<file path="config.mk">
export PLATFORM = sky130hd
export DESIGN_NAME = diffie_hellman_party_flat
export DESIGN_NICKNAME = d
export VERILOG_FILES = /design/src/rtl/dhp_pkg.sv /design/src/rtl/dhp_if.sv /design/src/rtl/dhp_modmul.sv /design/src/rtl/diffie_hellman_party.sv /design/src/flat_wrapper.sv
export SDC_FILE = /design/constraint.sdc
export NUM_CORES = 1
export LEC_CHECK = 0
export ABC_AREA = 1
export BUFFER_PORTS_ARGS = -buffer_cell sky130_fd_sc_hd__buf_4
export CAP_MARGIN = 5
export CELL_PAD_IN_SITES_DETAIL_PLACEMENT = 1
export CELL_PAD_IN_SITES_GLOBAL_PLACEMENT = 1
export CORE_UTILIZATION = 40
export CTS_CLUSTER_DIAMETER = 50
export DETAILED_ROUTE_END_ITERATION = 8
export PLACE_DENSITY_LB_ADDON = 0.1
export SYNTH_ARGS = -nofsm -noshare
export SYNTH_HDL_FRONTEND = slang
export SYNTH_HIERARCHICAL = 1
export SYNTH_SLANG_ARGS = --single-unit
export TNS_END_PERCENT = 100
</file>
<file path="constraint.sdc">
create_clock -name clk -period 5.4 [get_ports clk]
set_input_delay 0 -clock clk [delete_from_list [all_inputs] [get_ports clk]]
set_output_delay 0 -clock clk [all_outputs]
set_load 0.05 [all_outputs]
</file>
<file path="src/rtl/dhp_pkg.sv">
`default_nettype none

package dhp_pkg;

  localparam int unsigned FIELD_BITS = 32;
  localparam int unsigned CFG_DATA_BITS = 32;
  localparam int unsigned CFG_INDEX_BITS = 1;

  typedef logic [CFG_INDEX_BITS-1:0] cfg_index_t;

  localparam cfg_index_t REG_MODULUS = 1'd0;
  localparam cfg_index_t REG_GENERATOR = 1'd1;

  localparam logic KIND_PUBLIC = 1'b0;
  localparam logic KIND_SECRET = 1'b1;

endpackage

`default_nettype wire

</file>
<file path="src/rtl/dhp_if.sv">
`default_nettype none

interface dhp_in_if;
  logic valid;
  logic ready;
  logic kind;
  logic [31:0] value;

  modport source (output valid, output kind, output value, input ready);
  modport sink (input valid, input kind, input value, output ready);
endinterface

interface dhp_out_if;
  logic valid;
  logic ready;
  logic [31:0] result_value;
  logic result_kind;
  logic key_missing;

  modport source (output valid, output result_value, output result_kind,
                  output key_missing, input ready);
  modport sink (input valid, input result_value, input result_kind,
                input key_missing, output ready);
endinterface

`default_nettype wire

</file>
<file path="src/rtl/dhp_modmul.sv">
`default_nettype none

module dhp_modmul
  import dhp_pkg::*;
#(
  parameter int unsigned W = 32
) (
  input  wire logic         clk,
  input  wire logic         rst,
  input  wire logic         start,
  input  wire logic [W-1:0] a,
  input  wire logic [W-1:0] b,
  input  wire logic [W-1:0] m,
  output logic [W-1:0]      product,
  output logic              done
);

  localparam int unsigned CW = $clog2(W + 1);

  logic [W-1:0] a_sh;
  logic [W-1:0] b_q;
  logic [W-1:0] m_q;
  logic [W-1:0] acc;
  logic [CW-1:0] cnt;
  logic busy;

  logic [W+1:0] t;
  logic [W+1:0] m1;
  logic [W+1:0] m2;
  logic [W+1:0] d1;
  logic [W+1:0] d2;
  logic [W-1:0] acc_next;

  // One multiplier bit per cycle, most significant first. The running sum
  // stays below m, so 2*acc + b is below 3m and at most two subtractions
  // of m bring it back into range.
  always_comb begin
    t  = {1'b0, acc, 1'b0} + (a_sh[W-1] ? {2'b00, b_q} : '0);
    m1 = {2'b00, m_q};
    m2 = {1'b0, m_q, 1'b0};
    d1 = t - m1;
    d2 = t - m2;
    if (t >= m2) begin
      acc_next = d2[W-1:0];
    end else if (t >= m1) begin
      acc_next = d1[W-1:0];
    end else begin
      acc_next = t[W-1:0];
    end
  end

  always_ff @(posedge clk) begin
    if (rst) begin
      busy <= 1'b0;
      cnt  <= '0;
      done <= 1'b0;
    end else if (start) begin
      busy <= 1'b1;
      cnt  <= CW'(W);
      a_sh <= a;
      b_q  <= b;
      m_q  <= m;
      acc  <= '0;
      done <= 1'b0;
    end else if (busy) begin
      acc  <= acc_next;
      a_sh <= {a_sh[W-2:0], 1'b0};
      cnt  <= cnt - CW'(1);
      done <= (cnt == CW'(1));
      if (cnt == CW'(1)) begin
        busy <= 1'b0;
      end
    end else begin
      done <= 1'b0;
    end
  end

  assign product = acc;

endmodule

`default_nettype wire

</file>
<file path="src/rtl/diffie_hellman_party.sv">
// Channel | Dir | Payload                                 | Accepted when
// req     | in  | kind, value                             | req.valid && req.ready
// rsp     | out | result_value, result_kind, key_missing  | rsp.valid && rsp.ready
// cfg     | in  | cfg_index, cfg_data                     | cfg_we
//
// One item is worked on at a time. A modular product runs bit-serially in the
// multiplier, most significant multiplier bit first.
// An item takes one reduction product, then per exponent bit one square and one
// more product when the bit is set, unless the key is missing or the modulus is 0.
// Reset is synchronous; it clears the loaded key and restores 23 and 5.
// A finished result waits in the output register while the next item is taken.
`default_nettype none

module diffie_hellman_party
  import dhp_pkg::*;
#(
  parameter int unsigned WORD_BITS = 32
) (
  input  wire logic                      clk,
  input  wire logic                      rst,
  input  wire logic                      cfg_we,
  input  wire logic [CFG_INDEX_BITS-1:0] cfg_index,
  input  wire logic [CFG_DATA_BITS-1:0]  cfg_data,
  dhp_in_if.sink                         req,
  dhp_out_if.source                      rsp
);

  localparam int unsigned W = WORD_BITS;
  localparam int unsigned CW = $clog2(W + 1);

  typedef enum logic [2:0] {
    S_IDLE,
    S_REDUCE,
    S_BIT,
    S_MULT,
    S_SQUARE,
    S_DONE
  } state_t;

  state_t state;

  logic [W-1:0] modulus;
  logic [W-1:0] generator;
  logic [W-1:0] priv_exp;
  logic key_loaded;
  logic [W-1:0] base;
  logic [W-1:0] ex;
  logic [W-1:0] acc;
  logic [W-1:0] bb;
  logic [CW-1:0] bit_cnt;
  logic res_kind;
  logic res_missing;
  logic mm_start;
  logic mm_done;
  logic [W-1:0] mm_a;
  logic [W-1:0] mm_b;
  logic [W-1:0] mm_product;
  logic out_valid;
  logic [W-1:0] out_value;
  logic out_kind;
  logic out_missing;

  always_comb begin
    case (state)
      S_REDUCE: begin
        mm_a = base;
        mm_b = acc;
      end
      S_MULT: begin
        mm_a = acc;
        mm_b = bb;
      end
      default: begin
        mm_a = bb;
        mm_b = bb;
      end
    endcase
  end

  dhp_modmul #(
    .W(W)
  ) u_modmul (
    .clk    (clk),
    .rst    (rst),
    .start  (mm_start),
    .a      (mm_a),
    .b      (mm_b),
    .m      (modulus),
    .product(mm_product),
    .done   (mm_done)
  );

  always_ff @(posedge clk) begin
    if (rst) begin
      modulus    <= W'(23);
      generator  <= W'(5);
      priv_exp   <= '0;
      key_loaded <= 1'b0;
      state      <= S_IDLE;
      mm_start   <= 1'b0;
      out_valid  <= 1'b0;
    end else begin
      if (cfg_we) begin
        case (cfg_index)
          REG_MODULUS:   modulus <= cfg_data[W-1:0];
          REG_GENERATOR: generator <= cfg_data[W-1:0];
          default: ;
        endcase
      end
      if (out_valid && rsp.ready && state != S_DONE) begin
        out_valid <= 1'b0;
      end
      case (state)
        S_IDLE: begin
          if (req.valid) begin
            res_kind <= req.kind;
            bit_cnt  <= CW'(W);
            if (req.kind == KIND_SECRET && !key_loaded) begin
              res_missing <= 1'b1;
              acc         <= '0;
              mm_start    <= 1'b0;
              state       <= S_DONE;
            end else begin
              res_missing <= 1'b0;
              acc         <= (modulus > W'(1)) ? W'(1) : '0;
              if (req.kind == KIND_PUBLIC) begin
                priv_exp   <= req.value[W-1:0];
                key_loaded <= 1'b1;
                ex         <= req.value[W-1:0];
                base       <= generator;
              end else begin
                ex   <= priv_exp;
                base <= req.value[W-1:0];
              end
              if (modulus == '0) begin
                mm_start <= 1'b0;
                state    <= S_DONE;
              end else begin
                mm_start <= 1'b1;
                state    <= S_REDUCE;
              end
            end
          end else begin
            mm_start <= 1'b0;
          end
        end
        S_REDUCE: begin
          mm_start <= 1'b0;
          if (mm_done) begin
            bb    <= mm_product;
            state <= S_BIT;
          end
        end
        S_BIT: begin
          mm_start <= (bit_cnt != '0);
          if (bit_cnt == '0) begin
            state <= S_DONE;
          end else if (ex[0]) begin
            state <= S_MULT;
          end else begin
            state <= S_SQUARE;
          end
        end
        S_MULT: begin
          mm_start <= mm_done;
          if (mm_done) begin
            acc   <= mm_product;
            state <= S_SQUARE;
          end
        end
        S_SQUARE: begin
          mm_start <= 1'b0;
          if (mm_done) begin
            bb      <= mm_product;
            ex      <= {1'b0, ex[W-1:1]};
            bit_cnt <= bit_cnt - CW'(1);
            state   <= S_BIT;
          end
        end
        S_DONE: begin
          mm_start <= 1'b0;
          if (!out_valid || rsp.ready) begin
            out_valid   <= 1'b1;
            out_value   <= acc;
            out_kind    <= res_kind;
            out_missing <= res_missing;
            state       <= S_IDLE;
          end
        end
        default: begin
          mm_start <= 1'b0;
          state    <= S_IDLE;
        end
      endcase
    end
  end

  assign req.ready        = (state == S_IDLE) && !rst;
  assign rsp.valid        = out_valid;
  assign rsp.result_value = FIELD_BITS'(out_value);
  assign rsp.result_kind  = out_kind;
  assign rsp.key_missing  = out_missing;

endmodule

`default_nettype wire

</file>
<file path="src/flat_wrapper.sv">
// flat-port wrapper written by rule: the top's interface ports become plain ports
module diffie_hellman_party_flat import dhp_pkg::*;
#(
  parameter int unsigned WORD_BITS = 32
)
  (clk, rst, cfg_we, cfg_index, cfg_data, req_valid, req_kind, req_value, req_ready, rsp_valid, rsp_result_value, rsp_result_kind, rsp_key_missing, rsp_ready);
  dhp_in_if req_i ();
  dhp_out_if rsp_i ();
  input  wire logic clk;
  input  wire logic rst;
  input  wire logic cfg_we;
  input  wire logic [CFG_INDEX_BITS-1:0] cfg_index;
  input  wire logic [CFG_DATA_BITS-1:0] cfg_data;
  input wire logic [$bits(req_i.valid)-1:0] req_valid;
  input wire logic [$bits(req_i.kind)-1:0] req_kind;
  input wire logic [$bits(req_i.value)-1:0] req_value;
  output wire logic [$bits(req_i.ready)-1:0] req_ready;
  output wire logic [$bits(rsp_i.valid)-1:0] rsp_valid;
  output wire logic [$bits(rsp_i.result_value)-1:0] rsp_result_value;
  output wire logic [$bits(rsp_i.result_kind)-1:0] rsp_result_kind;
  output wire logic [$bits(rsp_i.key_missing)-1:0] rsp_key_missing;
  input wire logic [$bits(rsp_i.ready)-1:0] rsp_ready;
  assign req_i.valid = req_valid;
  assign req_i.kind = req_kind;
  assign req_i.value = req_value;
  assign req_ready = req_i.ready;
  assign rsp_valid = rsp_i.valid;
  assign rsp_result_value = rsp_i.result_value;
  assign rsp_result_kind = rsp_i.result_kind;
  assign rsp_key_missing = rsp_i.key_missing;
  assign rsp_i.ready = rsp_ready;
  diffie_hellman_party #(.WORD_BITS(WORD_BITS)) u_core (.clk(clk), .rst(rst), .cfg_we(cfg_we), .cfg_index(cfg_index), .cfg_data(cfg_data), .req(req_i), .rsp(rsp_i));
endmodule
</file>
==> results of run 1 <==
## synth_stat cells (2+ instances only)
| master | count |
|---|---|
| a21boi_0 | 2 |
| a21o_1 | 2 |
| a21oi_1 | 157 |
| a21oi_2 | 3 |
| a22oi_1 | 33 |
| and2_1 | 5 |
| and3_1 | 2 |
| buf_2 | 27 |
| buf_4 | 7 |
| buf_6 | 5 |
| clkbuf_1 | 58 |
| dfxtp_1 | 110 |
| edfxtp_1 | 298 |
| fa_1 | 3 |
| ha_1 | 99 |
| inv_1 | 389 |
| inv_2 | 13 |
| nand2_1 | 1085 |
| nand2_2 | 13 |
| nand3_1 | 131 |
| nand3_2 | 3 |
| nand3b_1 | 3 |
| nand4_1 | 22 |
| nor2_1 | 323 |
| nor2_2 | 6 |
| nor2_4 | 4 |
| nor3_1 | 23 |
| nor3b_1 | 3 |
| o211ai_1 | 2 |
| o21a_1 | 2 |
| o21ai_0 | 140 |
| o21ai_1 | 15 |
| o21bai_1 | 32 |
| o31ai_1 | 2 |
| or2_2 | 7 |
| xnor2_1 | 23 |
| xor2_1 | 44 |
## registers in the layout (all words and copies together) (netlist names), 3 cells and up
| name | cells |
|---|---|
| u_core/acc | 32 |
| u_core/base | 32 |
| u_core/bb | 32 |
| u_core/bit_cnt | 6 |
| u_core/ex | 32 |
| u_core/generator | 32 |
| u_core/modulus | 32 |
| u_core/priv_exp | 32 |
| u_core/rsp.result_value | 32 |
| u_core/state | 3 |
| u_core/u_modmul/a_sh | 32 |
| u_core/u_modmul/b_q | 32 |
| u_core/u_modmul/cnt | 6 |
| u_core/u_modmul/m_q | 32 |
| u_core/u_modmul/product | 32 |
## what timing repair did
| action | CTS | global route |
|---|---|---|
| hold buffers | 93 | 0 |
| hold endpoints to repair | 177 | 0 |
| gates resized for setup | 0 | 5 |
| setup buffers | 0 | 0 |
| endpoints found under the setup margin | 0 | 21 |
## layer usage
metal | wire length (um) | vias up | GRT usage
li1 | - | 10369 | -
met1 | 41000 | 10612 | 0.412
met2 | 41000 | 609 | 0.486
met3 | 4930 | 162 | 0.0410
met4 | 3940 | 0 | 0.124
met5 | 0 | - | 0
## cell usage in the layout, fill, tap and decap left out, drive strengths merged, types with 44 or more instances in the layout
| master | n |
|---|---|
| clkbuf | 60 |
| ha | 99 |
| xor2 | 44 |
| dlygate4sd3 | 93 |
| edfxtp | 298 |
| nand2 | 1098 |
| buf | 143 |
| inv | 413 |
| dfxtp | 110 |
| nor2 | 333 |
| o21ai | 156 |
| a21oi | 160 |
| nand3 | 134 |
## cells by family (layout without fill, tap and decap cells)
family	after synthesis	in the layout	share of synthesized area
and+or+nand+nor	1636	1636	0.276
xor gates and xnor gates	67	67	0.0247
buffers and inverters	499	738	0.0829
adders and majority gates	102	102	0.0546
other	0	4	0
DFF	408	408	0.469
AOI/OAI and AO/OA	394	394	0.0922
## power by group
| group | switching (mW) | total [mW] | internal, mW |
|---|---|---|---|
| registers | 0.425 | 4.67 | 4.24 |
| logic | 7.30 | 10.5 | 3.16 |
| clock network | 1.50 | 3.68 | 2.18 |
## critical path: cells and delay by family, from the launching register on
kind / cells / cell delay, ps
AO/OA/AOI/OAI: 2 / 400
adder cells (fa/ha/maj): 2 / 680
flip-flops: 1 / 440
XOR/XNOR: 1 / 170
AND/OR/NAND/NOR: 18 / 2480
buffers and inverters: 5 / 550
## path summary, 6_finish.rpt
check | depth (start not counted) | start | end | slack [ps]
worst min-delay path | 5 | cfg_we | u_core/generator[10]$_SDFFE_PP0P_ | 30
worst max register to register | 28 | u_core/u_modmul/a_sh[31]$_DFFE_PP_ | u_core/u_modmul/product[0]$_SDFFCE_PP0P_ | 390
worst min register to register | 0 | u_core/modulus[17]$_SDFFE_PP0P_ | u_core/u_modmul/m_q[17]$_DFFE_PP_ | 430
worst max-delay path | 28 | u_core/u_modmul/a_sh[31]$_DFFE_PP_ | u_core/u_modmul/product[0]$_SDFFCE_PP0P_ | 390
## cell type report
cell class	instances	area share
Tap cell	765	0.0339
Inverter	402	0.0534
Sequential cell	408	0.395
Clock buffer	60	0.0489
Multi-Input combinational cell	2199	0.379
Clock inverter	40	0.0165
Timing Repair Buffer	236	0.0727
Antenna cell	4	0.000354
==> impl_results.md, run 1 <==
- Die W: 246 um
- DP HPWL: roughly 69 mm
- # DRC: 0
- Vias: 21752
- Cell row count: 88
- Yosys warning count: 6
- Max Fclk: 200 MHz
- Antenna Violating Nets Remaining: 0
- Detail-routed via count per cell: 5.29
- Prevailing post-synth register cell: edfxtp_1
- Final period utilization: 0.927
- Worst path max stage delay: 440 ps
- Design area: 28300 um^2
- Register area: 11200 um^2
- Hold crit path type: input port to flop
- Power density cells: 666 nW/um^2
- Final setup viols: 0
- Top cells by area, synth: edfxtp_1 (38%), nand2_1 (17%), dfxtp_1 (9.3%)
- Max Slew Vio Count: 0
- Gate Count Post-Synth: 3106
- Initial cell density of the core: 0.408
- Final setup margin: 392 ps
- Crit-path max FO: 31
- Post-Place Setup Slack: 363 ps
- Worst ir drop on vdd: 0.339 mV
- Layout fillers: 7107
- Vias in the first global route: around 23000
- DP Cell Count: 3917
- # Max-Cap Violations: 0
- Worst slew pin tran: 1150 ps
- Post-synth top area share: 0.376
- Leakage: 13.2 nW
- GRT Residual Overflow: 0
- Initial antenna violation count: 6
- Post-layout util: 0.485
- Most Frequent Cell on Critical Path: nand2_1
- Endpoints failing hold: 0
- Unrepaired setup endpoints after global routing: no
- Setup TNS: 0 ps
- Area leader, netlist: edfxtp_1
- Fin cells: 4114
- Worst skew pair latency: 630 ps
- CTS H-tree depth: 2
- Root Driver: clkbuf_16
- Core box area: 58200 um^2
- WL per Instance: 22.1 um
- Tot GR Track Use: 0.304
- Share of cells above drive strength 1: 0.0903
- Synth async-reset ratio: 0
- Placer Congestion: 0.959
- CTS tree: done
- CTS buffer count: 53
- Max_slew headroom: 0.233
- Final wirelength: between 90 and 100 mm
- Mapped cell area: between 20000 and 25000 um^2
- IO Count: roughly 110
- Iteration-0 DRC Markers: 1288
- Final hold slack: 32.1 ps
- Synthesized area per cell: around 7.7 um^2
- Layout net count: 3473
- Tmin final: 5010 ps
- Largest net degree at the start of global routing: 99
- TritonCTS Sinks: 408
- Clock skew: 59.6 ps
- Area Growth Syn to Fin: 18.9%
- Yosys reg bits: 408
- 1st-pass router iterations: 7
- Buffers added on ports: 106
- Status: finished, final reports clean
- WP data required: 5770 ps
- Die area: between 60000 and 70000 um^2
- Worst setup EP type: flop
- Die height: ~250 um
- CTS max path bufs: 3
- Setup CP Type: flop to flop
- Worst path slowest cell: edfxtp_1
- CP arrival: 5370 ps
- Sequential fraction of the synthesis area: 0.469
- First-pass GRT wire length: 137 mm
- Post-Syn Nets: 3279
- Number of synthesized flops with an enable pin: just under 300
- Startpoint Class: flop
- Total power: 18.8 mW
- Post-placement cell area: between 20000 and 30000 um^2
- Area of the multi-input gates: 10700 um^2
- Unique masters post-synth: 47
- Clk slew on worst S/H paths: about 60 ps
(Power assumes the default switching activity.)
==> inputs of run 2 (changes only) <==
Settings changed: CORE_UTILIZATION 40 to 42.
==> impl_results.md, run 2 (same netlist as run 1, synthesis figures left out) <==
- WP data required: 5730 ps (was 5770 ps)
- Antenna Violating Nets Remaining: 0 (unchanged)
- Initial cell density of the core: 0.428 (was 0.408)
- Status: finished, final reports clean (unchanged)
- Most Frequent Cell on Critical Path: nand2_1 (unchanged)
- Share of cells above drive strength 1: 0.0874 (was 0.0903)
- Clock power share: 0.183 (was 0.196)
- Clk slew on worst S/H paths: 60 ps (about the same)
- Power density cells: 664 nW/um^2 (was 666 nW/um^2)
- Area Growth Syn to Fin: 18.3% (was 18.9%)
- Post-layout util: 0.506 (was 0.485)
- WL per Instance: 22.7 um (was 22.1 um)
- Crit-path max FO: 25 (was 31)
- Die W: 240 um (was 246 um)
- Startpoint Class: flop (unchanged)
- First-pass GRT wire length: 139 mm (was 137 mm)
- Hold crit path type: input port to flop (unchanged)
- Top Usage Layer GRT: met2 (unchanged)
- Most frequent cells in the layout: nand2_1 (1083), inv_1 (389), nor2_1 (315), edfxtp_1 (298), a21oi_1 (156) (was nand2_1 (1084), inv_1 (389), nor2_1 (319), edfxtp_1 (298), a21oi_1 (156))
- Max Fclk: 195 MHz (was 200 MHz)
- CP arrival: 5470 ps (was 5370 ps)
- Combinational power share: 0.567 (was 0.556)
- Setup CP Type: flop to flop (unchanged)
- Final period utilization: 0.951 (was 0.927)
- IO Count: 107 (unchanged)
- Largest net degree at the start of global routing: 96 (was 99)
- Worst setup EP type: flop (unchanged)
- Root Driver: clkbuf_16 (unchanged)
- Sw Share: 0.496 (was 0.491)
- CTS max path bufs: 3 (unchanged)
- Setup TNS: 0 ps (unchanged)
- Unrepaired setup endpoints after global routing: no (unchanged)
- Total power: 18.7 mW (was 18.8 mW)
- Die height: 240 um (was 246 um)
- Iteration-0 DRC Markers: 1740 (was 1288)
- Max Slew Vio Count: 0 (unchanged)
- Tot GR Track Use: 0.324 (was 0.304)
- # Max-Cap Violations: 0 (unchanged)
- Max_slew headroom: 0.171 (was 0.233)
- CTS H-tree depth: 2 (unchanged)
- CTS buffer count: 50 (was 53)
- Worst hold path depth: 4 (was 5)
- GRT Residual Overflow: 0 (unchanged)
- Endpoints failing hold: 0 (unchanged)
- CTS tree: done (unchanged)
- Die area: 57500 um^2 (was 60400 um^2)
- Layout net count: 3473 (unchanged)
- Grt met2 use: 0.528 (was 0.486)
- Placer Congestion: 0.991 (was 0.959)
- Buffers added on ports: 106 (unchanged)
- Vias in the first global route: 22963 (was 22808)
- Met3 Use GR: 0.0349 (was 0.0410)
- Internal power: 9.41 mW (was 9.58 mW)
- Post-Place Setup Slack: 51.4 ps (was 363 ps)
- Psw: 9.26 mW (was 9.23 mW)
- Worst reg2reg path depth: 31 (was 28)
- Final setup viols: 0 (unchanged)
- TritonCTS Sinks: 408 (unchanged)
- Worst slew pin tran: 1240 ps (was 1150 ps)
- Leakage: 13.1 nW (was 13.2 nW)
- Met1 usage: 0.438 (was 0.412)
- Worst path max stage delay: 490 ps (was 440 ps)
- Sequential power share: 0.250 (was 0.248)
- DP HPWL: 70.5 mm (was 69.5 mm)
- Detail-routed via count per cell: 5.43 (was 5.29)
- Clock skew: 54.0 ps (was 59.6 ps)
- 1st-pass router iterations: 5 (was 7)
- Worst ir drop on vdd: 0.375 mV (was 0.339 mV)
- Worst skew pair latency: 620 ps (was 630 ps)
- Final setup margin: 264 ps (was 392 ps)
- Cell row count: 86 (was 88)
- Worst path slowest cell: edfxtp_1 (unchanged)
- Vias: 22208 (was 21752)
- Tmin final: 5140 ps (was 5010 ps)
- Initial antenna violation count: 0 (was 6)
- N_diodes: 0 (was 4)
- Commonest non-fill, non-tap cell in the layout: nand2_1 (unchanged)
- Final wirelength: 92.7 mm (was 90.9 mm)
- # DRC: 0 (unchanged)
- Core box area: 55500 um^2 (was 58200 um^2)
==> run 2: routing by layer <==
metal	wire [um]	up-vias
met4	3950	0
met3	4490	166
li1	-	10352
met5	0	-
met2	42600	675
met1	41600	11015
==> run 2: path summary, 6_finish.rpt <==
| check | startpoint | to | slack (ps) |
|---|---|---|---|
| worst max-delay path | u_core/u_modmul/a_sh[31]$_DFFE_PP_ | u_core/u_modmul/product[3]$_SDFFCE_PP0P_ | 260 |
| worst min-delay path | cfg_data[30] | u_core/modulus[30]$_SDFFE_PP0P_ | 190 |
| worst max register to register | u_core/u_modmul/a_sh[31]$_DFFE_PP_ | u_core/u_modmul/product[3]$_SDFFCE_PP0P_ | 260 |
| worst min register to register | u_core/priv_exp[16]$_SDFFE_PP0P_ | u_core/priv_exp[16]$_SDFFE_PP0P_ | 450 |
==> run 2: what timing repair did <==
item,4_1_cts,5_1_grt
endpoints found under the hold margin,178,0
endpoints found under the setup margin,0,32
hold buffers,97,0
setup buffers,0,1
gates resized for setup,0,14
==> run 2: power groups by stage <==
stage,clock network (mW),logic (mW),registers (mW)
floorplan,0,6.61,4.52
global placement,0,10.0,4.70
detailed placement,0,10.1,4.72
CTS,3.46,10.3,4.67
global route,3.59,11.5,4.71
finish,3.42,10.6,4.67
==> run 2: per-stage QoR <==
step	area, um^2	hold slack (ps)	cells
after floorplan	23800	98.9	3106
after global placement	25400	233	3896
after detailed placement	25400	236	3896
after CTS	28000	161	4086
after global routing	28100	219	4089
final	28100	194	4089
==> run 2: final cells by class <==
cell class	instances	area, um^2
clock buffer	66	1340
fill	6817	27400
tap	748	936
multi-input combinational	2200	10800
inverter	402	1510
clock inverter	27	339
timing repair buffer	238	2070
sequential	408	11200
==> run 2: worst max-delay path: cells and delay by family, from the launching register on <==
family,cells,cell delay [ps]
flip-flops,1,490
AND/OR/NAND/NOR,19,2290
AO/OA/AOI/OAI,1,90
buffers and inverters,7,750
adder cells (fa/ha/maj),3,920
XOR/XNOR,1,290
